### src/hw/rtl/mqtt_topic_filter_matcher_defines.svh
// Assertion macros for the MQTT topic filter matcher.
// Included by the top level; needs clk and arst_n in the including scope.
`ifndef MQTT_TOPIC_FILTER_MATCHER_DEFINES_SVH
`define MQTT_TOPIC_FILTER_MATCHER_DEFINES_SVH

`ifndef SYNTHESIS
// Checked while out of reset.
`define MTFM_ASSERT(label, prop) \
	label: assert property (@(posedge clk) disable iff (!arst_n) prop) \
		else $error("mtfm assertion failed");
// Checked at every edge, reset included.
`define MTFM_ASSERT_ALWAYS(label, prop) \
	label: assert property (@(posedge clk) prop) \
		else $error("mtfm assertion failed");
`else
`define MTFM_ASSERT(label, prop)
`define MTFM_ASSERT_ALWAYS(label, prop)
`endif

`endif

### src/hw/rtl/mtfm_pkg.sv
// Types and constants for the MQTT topic filter matcher.
// Standalone package; used by mqtt_topic_filter_matcher.
package mtfm_pkg;

	// Default filter store depth in bytes.
	localparam int MTFM_FILTER_CAPACITY = 64;

	// Request kinds.
	localparam logic REQ_LOAD = 1'b0;
	localparam logic REQ_NAME = 1'b1;

	// Characters with a meaning in topic filters.
	localparam logic [7:0] CH_SLASH = 8'h2F;
	localparam logic [7:0] CH_PLUS  = 8'h2B;
	localparam logic [7:0] CH_HASH  = 8'h23;

	// Matching mode while a topic name streams in.
	typedef enum logic [1:0] {
		MODE_NORMAL = 2'd0,
		MODE_PLUS   = 2'd1,
		MODE_HASH   = 2'd2,
		MODE_FAILED = 2'd3
	} match_mode_t;

	// One incoming request: a filter byte or a topic name byte.
	typedef struct packed {
		logic       req_type;
		logic [7:0] text_char;
		logic       is_last;
	} mtfm_req_t;

	// One match result.
	typedef struct packed {
		logic matched;
		logic filter_overflow;
	} mtfm_rsp_t;

endpackage

### src/hw/rtl/mqtt_topic_filter_matcher.sv
// MQTT topic filter matcher: filter store, streaming name compare, result buffer.
// Depends on mtfm_pkg and mqtt_topic_filter_matcher_defines.svh.

// The block takes one request per clock: a filter byte is written into the filter
// store, a name byte is compared against the filter byte at the current position, and
// the last name byte produces one result. The store is a synchronous memory whose read
// for the next filter position is issued ahead from the next-state position,
// so a name byte finds its filter byte ready; a filter load that writes the entry being
// read is bypassed into the compare. Results pass through a two-entry output buffer, so
// requests keep flowing while one result waits; only with both entries full does
// req_ready drop. Every request completes in the cycle it is accepted; a result is
// registered into the output buffer. The store needs no clearing after reset.
`include "mqtt_topic_filter_matcher_defines.svh"

module mqtt_topic_filter_matcher
	import mtfm_pkg::*;
#(
	parameter int FILTER_CAPACITY = MTFM_FILTER_CAPACITY
) (
	input  logic      clk,
	input  logic      arst_n,
	input  logic      req_valid,
	output logic      req_ready,
	input  mtfm_req_t req,
	output logic      rsp_valid,
	input  logic      rsp_ready,
	output mtfm_rsp_t rsp
);

	localparam int AW = $clog2(FILTER_CAPACITY);
	localparam int PW = $clog2(FILTER_CAPACITY + 1);
	localparam logic [PW-1:0] CAP = PW'(FILTER_CAPACITY);

	// Filter store and its registered read port.
	logic [7:0] mem [FILTER_CAPACITY];
	logic [7:0] rd_data_q;
	logic       fwd_valid_q;
	logic [7:0] fwd_data_q;

	// Control state.
	logic [PW-1:0] flen_q, lp_q, fp_q;
	logic [PW-1:0] flen_d, lp_d, fp_d;
	logic          ovf_q, ovf_d;
	match_mode_t   mode_q, mode_d;

	// Output buffer: main register and skid entry.
	logic      rsp_valid_q, skid_valid_q;
	mtfm_rsp_t rsp_q, skid_q, new_rsp;

	logic       accept, is_load, is_name, push, pop;
	logic       wr_en, do_cmp, cmp_fail;
	logic [7:0] wr_data, fbyte, c;
	logic [AW-1:0] wr_addr, rd_addr;

	assign accept  = req_valid && req_ready;
	assign is_load = accept && (req.req_type == REQ_LOAD);
	assign is_name = accept && (req.req_type == REQ_NAME);
	assign c       = req.text_char;

	// The filter byte at the current position, with the bypass for a recent load.
	assign fbyte = fwd_valid_q ? fwd_data_q : rd_data_q;

	// Store write for a filter byte that fits.
	assign wr_en   = is_load && (lp_q < CAP);
	assign wr_addr = lp_q[AW-1:0];
	assign wr_data = c;
	assign rd_addr = fp_d[AW-1:0];

	// Next state for loading and name compare.
	always_comb begin
		flen_d   = flen_q;
		lp_d     = lp_q;
		ovf_d    = ovf_q;
		fp_d     = fp_q;
		mode_d   = mode_q;
		do_cmp   = 1'b0;
		cmp_fail = 1'b0;
		new_rsp  = '0;
		if (is_load) begin
			if (lp_q >= CAP) begin
				ovf_d = 1'b1;
			end else begin
				if (lp_q == '0) begin
					ovf_d = 1'b0;
				end
				lp_d   = lp_q + PW'(1);
				flen_d = lp_q + PW'(1);
			end
			if (req.is_last) begin
				lp_d = '0;
			end
		end
		if (is_name) begin
			do_cmp = (mode_q == MODE_NORMAL) ||
				((mode_q == MODE_PLUS) && (c == CH_SLASH));
			if (do_cmp) begin
				mode_d = MODE_NORMAL;
				if (fp_q >= flen_q) begin
					cmp_fail = 1'b1;
				end else if ((c == CH_SLASH) && (fbyte != CH_SLASH)) begin
					cmp_fail = 1'b1;
				end else if ((fbyte != CH_PLUS) && (fbyte != CH_HASH) && (fbyte != c)) begin
					cmp_fail = 1'b1;
				end
				if (cmp_fail) begin
					mode_d = MODE_FAILED;
				end else begin
					fp_d = fp_q + PW'(1);
					if (fbyte == CH_PLUS) begin
						mode_d = MODE_PLUS;
					end else if (fbyte == CH_HASH) begin
						mode_d = MODE_HASH;
					end
				end
			end
			// End of name: report, then rewind for the next name.
			new_rsp.matched = (mode_d != MODE_FAILED) && (fp_d == flen_q) && !ovf_q;
			new_rsp.filter_overflow = ovf_q;
			if (req.is_last) begin
				fp_d   = '0;
				mode_d = MODE_NORMAL;
			end
		end
	end

	// Control registers.
	always_ff @(posedge clk or negedge arst_n) begin
		if (!arst_n) begin
			flen_q <= '0;
			lp_q   <= '0;
			fp_q   <= '0;
			ovf_q  <= 1'b0;
			mode_q <= MODE_NORMAL;
		end else begin
			flen_q <= flen_d;
			lp_q   <= lp_d;
			fp_q   <= fp_d;
			ovf_q  <= ovf_d;
			mode_q <= mode_d;
		end
	end

	// Filter store: read-before-write, read address follows the next position.
	always_ff @(posedge clk) begin
		if (wr_en) begin
			mem[wr_addr] <= wr_data;
		end
		rd_data_q  <= mem[rd_addr];
		fwd_data_q <= wr_data;
	end

	// A write to the entry being read is bypassed on the next cycle.
	always_ff @(posedge clk or negedge arst_n) begin
		if (!arst_n) begin
			fwd_valid_q <= 1'b0;
		end else begin
			fwd_valid_q <= wr_en && (wr_addr == rd_addr);
		end
	end

	// Output buffer control.
	assign push      = is_name && req.is_last;
	assign pop       = rsp_valid_q && rsp_ready;
	assign req_ready = !skid_valid_q;
	assign rsp_valid = rsp_valid_q;
	assign rsp       = rsp_q;

	always_ff @(posedge clk or negedge arst_n) begin
		if (!arst_n) begin
			rsp_valid_q  <= 1'b0;
			skid_valid_q <= 1'b0;
		end else begin
			if (pop) begin
				if (skid_valid_q) begin
					skid_valid_q <= push;
				end else begin
					rsp_valid_q <= push;
				end
			end else if (!rsp_valid_q) begin
				rsp_valid_q <= push;
			end else if (push) begin
				skid_valid_q <= 1'b1;
			end
		end
	end

	// Output buffer payload.
	always_ff @(posedge clk) begin
		if (pop) begin
			if (skid_valid_q) begin
				rsp_q <= skid_q;
				if (push) begin
					skid_q <= new_rsp;
				end
			end else if (push) begin
				rsp_q <= new_rsp;
			end
		end else if (!rsp_valid_q) begin
			if (push) begin
				rsp_q <= new_rsp;
			end
		end else if (push) begin
			skid_q <= new_rsp;
		end
	end

	// Checks on the buffer, the load pointer, the name rewind and the result.
	`MTFM_ASSERT_ALWAYS(a_skid_needs_main, skid_valid_q |-> rsp_valid_q)
	`MTFM_ASSERT(a_load_pos_bound, lp_q <= CAP)
	`MTFM_ASSERT(a_name_rewind, push |=> (mode_q == MODE_NORMAL) && (fp_q == '0))
	`MTFM_ASSERT(a_ovf_no_match, rsp_valid_q && rsp_q.filter_overflow |-> !rsp_q.matched)

endmodule

### config.mk
export PLATFORM = sky130hd
export DESIGN_NAME = mqtt_topic_filter_matcher
export DESIGN_NICKNAME = d
export VERILOG_FILES = /design/src/hw/rtl/mtfm_pkg.sv /design/src/hw/rtl/mqtt_topic_filter_matcher.sv
export VERILOG_INCLUDE_DIRS = /design/src /design/src/hw/rtl
export SDC_FILE = /design/constraint.sdc
export NUM_CORES = 1
export LEC_CHECK = 0
export BUFFER_PORTS_ARGS = -buffer_cell sky130_fd_sc_hd__buf_2
export CAP_MARGIN = 30
export CELL_PAD_IN_SITES_DETAIL_PLACEMENT = 1
export CELL_PAD_IN_SITES_GLOBAL_PLACEMENT = 2
export CORE_MARGIN = 2
export CORE_UTILIZATION = 49
export CTS_CLUSTER_SIZE = 40
export DETAILED_ROUTE_END_ITERATION = 16
export PLACE_DENSITY = 0.92
export SLEW_MARGIN = 30
export SYNTH_ARGS = -nofsm -noshare
export SYNTH_HDL_FRONTEND = slang
export SYNTH_SLANG_ARGS = --single-unit
export TNS_END_PERCENT = 10
### constraint.sdc
create_clock -name clk -period 7.7 [get_ports clk]
set_input_delay 0.385 -clock clk [delete_from_list [all_inputs] [get_ports clk]]
set_output_delay 0.385 -clock clk [all_outputs]
set_load 0.05 [all_outputs]
==> results.txt <==
The flow ran to the end, and the final reports show no timing, DRC or antenna violations. The total detailed-routing wirelength came out at 67.6 mm. Together, buffers and inverters on the worst path number 2. The async set-or-reset flop fraction in the synthesized netlist is 0.0483.

The stage delay of the slowest cell on the critical path came out at around 0.85 ns. The top-area cell type share of the netlist area came out at 0.670. Traced cell by cell, the critical path runs through mux2i_1, xnor2_1, nor2_2, a41oi_4, o311a_1, nor2_4, buf_4, buf_4, nand2_1, a32o_1, nor3_1, or4_1. The clock sink count came out at approximately 560.

The number of primary I/O pins came out at 18. The number of hold violations in the final report came out at 0. The count of distinct cell types in the synthesized netlist is between 70 and 80. In this run the worst hold path is classified as input pin to register. The minimum clock period after layout is 5.58 ns. The number of maximum-capacitance violations is 0. The average wire length per cell after detail routing came out at 28.3 microns. Grouping stages by cell kind, the critical path spends the most delay in simple AND/OR/NAND/NOR gates. The die covers between 40000 and 50000 sq um. The sum of net half-perimeters after detailed placement is between 40 and 50 mm. Setup repair after global routing left no endpoint under its margin.

The final layout net count is ~1800. The initial cell density of the core came out at 0.497. The die height is 221 microns. In the post-synthesis netlist, the biggest area contributors are sky130_fd_sc_hd__edfxtp_1, sky130_fd_sc_hd__nand2_1, sky130_fd_sc_hd__mux2i_1.

Synthesis produced a netlist whose cell count is ~1700. At the end of routability-driven placement, the weighted congestion stood at roughly 0.86. The highest achievable clock rate came out at 179 MHz. The first-pass GRT wire length came out at ~100 mm. The library cell used most frequently in the layout, excluding fill and tap cells, is sky130_fd_sc_hd__edfxtp_1.

After detailed placement, the total cell area comes to 23700 sq um. The static power due to leakage came out at just under 9 nW. The site row count is between 70 and 80.

The synthesized design contains about 560 register bits. The deepest level of the CTS H-tree is 2. Counting stages on the worst path, the most repeated cell is sky130_fd_sc_hd__buf_4. Dividing the final minimum period by the clock period gives 0.725. The transition time at the pin with the least slew margin came out at 1.01 ns. The area inside the core boundary is 46600 sq um.

The count of port buffers added during placement came out at 17. The clock latency reported for the late side of the worst-skew pair came out at 0.62 ns. The netlist area before placement came out at around 23000 sq um. STA classifies the critical path endpoint as a register. The maximum clock skew at final layout is 0.0147 ns. The post-detailed-route via-to-cell ratio came out at between 6 and 7.

The count of final max-slew check failures was 0. In this run the tightest slew margin relative to its limit is 0.326. The via count of the first global-routing pass was ~16000.

The classification of the worst setup path is register to register. The fill cell instance count of the final layout came out at between 4000 and 5000. The slowest stage of the critical path is the sky130_fd_sc_hd__buf_4 cell. The remaining global-route overflow came out at 0.

The clock buffer count from CTS is 56. The largest fanout of any net on the critical path came out at 79. The largest net degree at the start of global routing came out at 96. The most used flip-flop cell after synthesis is sky130_fd_sc_hd__edfxtp_1.

The post-route setup TNS came out at 0 ns. The all-layer global routing usage came out at 0.278. For this run, the register share of the synthesized area comes to 0.713. The initial antenna violation count came out at 6. VDD sags by at most 176 uV. After clock tree synthesis, the clock-pin slew on the worst setup and hold paths is approximately 0.060 ns. The worst setup path is launched from a register. TritonCTS built the clock tree. Data on the critical path arrives at its endpoint at approximately 6.2 ns. The layout-stage area growth over the synthesis result came out at 10.5%. The cell area after layout is ~26000 sq um. STA puts the critical path data required time at 8.27 ns.

Leaving out fill and tap cells, the most frequent cells in the layout are sky130_fd_sc_hd__edfxtp_1, sky130_fd_sc_hd__nand2_1, sky130_fd_sc_hd__nand3_1. The count of nets left with antenna violations once routing finished came out at 0. Summing over every cut layer, the via total after detailed routing is between 15000 and 20000. The post-synthesis cell type with the largest combined area is sky130_fd_sc_hd__edfxtp_1. The sequential cell area in the final layout came out at between 15000 and 20000 sq um. The master cell of the clock root buffer is sky130_fd_sc_hd__clkbuf_16. The total area of multi-input combinational cells came out at ~6000 sq um. The detailed-route DRC error count is 0.

The number of setup violations in the final report is 0. The fraction of final layout cells sized beyond drive strength 1 is 0.0938. The number of flops mapped to enable cells by yosys came out at just over 500. The initial DRC count is around 1700. For this design the ratio of total power to cell area is about 320 nW/um^2. The iteration count of the initial detailed-routing pass is 5. The overall die width came out at about 220 microns. The total of warnings raised by yosys came out at 0. The average footprint of a synthesized cell came out at between 10 and 15 sq um. The net count after synthesis is between 1500 and 2000. The worst-case clock buffer depth is 3.
## routing by layer
| metal | routed length [microns] | global-route usage |
|---|---|---|
| met1 | 27000 | 0.367 |
| met2 | 32000 | 0.446 |
| met3 | 5690 | 0.0583 |
| met4 | 2980 | 0.121 |
| met5 | 21 | 0 |
## path summary, 6_finish.rpt
| check | startpoint | to | slack [ns] | cells after the start |
|---|---|---|---|---|
| worst max-delay path | fwd_valid_q | rd_data_q[3] | 2.12 | 12 |
| worst min-delay path | req[8] | fwd_data_q[7] | 0.14 | 1 |
| worst max register to register | fwd_valid_q | rd_data_q[3] | 2.12 | 12 |
| worst min register to register | flen_q[0] | flen_q[0] | 0.55 | 1 |
| max in group asynchronous | arst_n | rsp_valid | 6.93 | 2 |
| min in group asynchronous | arst_n | fp_q[3] | 0.34 | 2 |
## cells by family (layout without fill, tap and decap cells)
group           count (synthesis)  after routing  share of synthesized area
compound gates                188            188                     0.0620
xor+xnor                       25             25                    0.00946
fa+ha+maj                      10             10                    0.00541
buf+inv                       111            167                     0.0242
flops                         559            559                      0.713
mux                            96             96                     0.0439
other cells                     0              1                          0
simple gates                  735            735                      0.142
## Yosys cell counts, types with 4 or more instances
master / n
sky130_fd_sc_hd__a22oi_1: 15
sky130_fd_sc_hd__dfrtp_1: 27
sky130_fd_sc_hd__nand2b_1: 7
sky130_fd_sc_hd__xnor2_1: 21
sky130_fd_sc_hd__ha_1: 10
sky130_fd_sc_hd__a32o_1: 6
sky130_fd_sc_hd__o22ai_1: 9
sky130_fd_sc_hd__nor2_2: 10
sky130_fd_sc_hd__a32oi_1: 24
sky130_fd_sc_hd__dfxtp_1: 16
sky130_fd_sc_hd__inv_1: 13
sky130_fd_sc_hd__buf_6: 8
sky130_fd_sc_hd__or3_1: 4
sky130_fd_sc_hd__mux4_2: 4
sky130_fd_sc_hd__and3_1: 22
sky130_fd_sc_hd__a22o_1: 4
sky130_fd_sc_hd__buf_4: 7
sky130_fd_sc_hd__nand2_1: 371
sky130_fd_sc_hd__a2111oi_0: 4
sky130_fd_sc_hd__a221oi_1: 12
sky130_fd_sc_hd__nand3_1: 110
sky130_fd_sc_hd__nand4_1: 37
sky130_fd_sc_hd__xor2_1: 4
sky130_fd_sc_hd__a31oi_1: 5
sky130_fd_sc_hd__buf_1: 9
sky130_fd_sc_hd__nor4_1: 4
sky130_fd_sc_hd__o21ai_0: 9
sky130_fd_sc_hd__or2_2: 4
sky130_fd_sc_hd__edfxtp_1: 516
sky130_fd_sc_hd__and2_1: 4
sky130_fd_sc_hd__o31ai_1: 5
sky130_fd_sc_hd__nor3_1: 16
sky130_fd_sc_hd__mux2i_1: 88
sky130_fd_sc_hd__a311oi_1: 16
sky130_fd_sc_hd__nand4b_1: 4
sky130_fd_sc_hd__or4_1: 15
sky130_fd_sc_hd__buf_2: 44
sky130_fd_sc_hd__nor2_1: 112
sky130_fd_sc_hd__clkbuf_1: 25
sky130_fd_sc_hd__a21oi_1: 48
sky130_fd_sc_hd__nor2b_1: 4
## repair_timing
item                                    CTS  global route
resized for setup                         0             0
hold buffers                              2             0
hold endpoints to repair                 28             0
endpoints found under the setup margin    0             0
buffers inserted                          0             0
## power by group
group          total, W  switching [W]  internal [W]
sequential      0.00357       0.000147       0.00343
combinational   0.00190        0.00133      0.000565
clock           0.00270        0.00115       0.00155
## registers in the layout, summed over array words and instances, names as in the netlist
register / count
skid_valid_q: 1
lp_q: 7
fwd_data_q: 8
rsp_valid: 1
mem: 512
mode_q: 2
fp_q: 7
rsp: 2
flen_q: 7
skid_q: 2
rd_data_q: 8
fwd_valid_q: 1
ovf_q: 1
## cell type report
class | instances | share of cell area
Timing Repair Buffer | 46 | 0.0125
Antenna cell | 1 | 0.0000979
Clock buffer | 79 | 0.0614
Sequential cell | 559 | 0.645
Tap cell | 607 | 0.0297
Clock inverter | 24 | 0.00881
Multi-Input combinational cell | 1054 | 0.239
Inverter | 18 | 0.00294
## per-stage QoR
stage	cells	util	setup slack (ns)	power, W	hold WS [ns]
floorplan	1724	-	4.03	0.00489	0.0894
global placement	2281	0.510	2.34	0.00541	0.443
detailed placement	2281	0.510	2.17	0.00549	0.456
CTS	2386	0.548	2.22	0.00816	0.109
global route	2387	0.549	1.91	0.00845	0.123
finish	2388	0.549	2.12	0.00816	0.142
(Power assumes the default switching activity.)
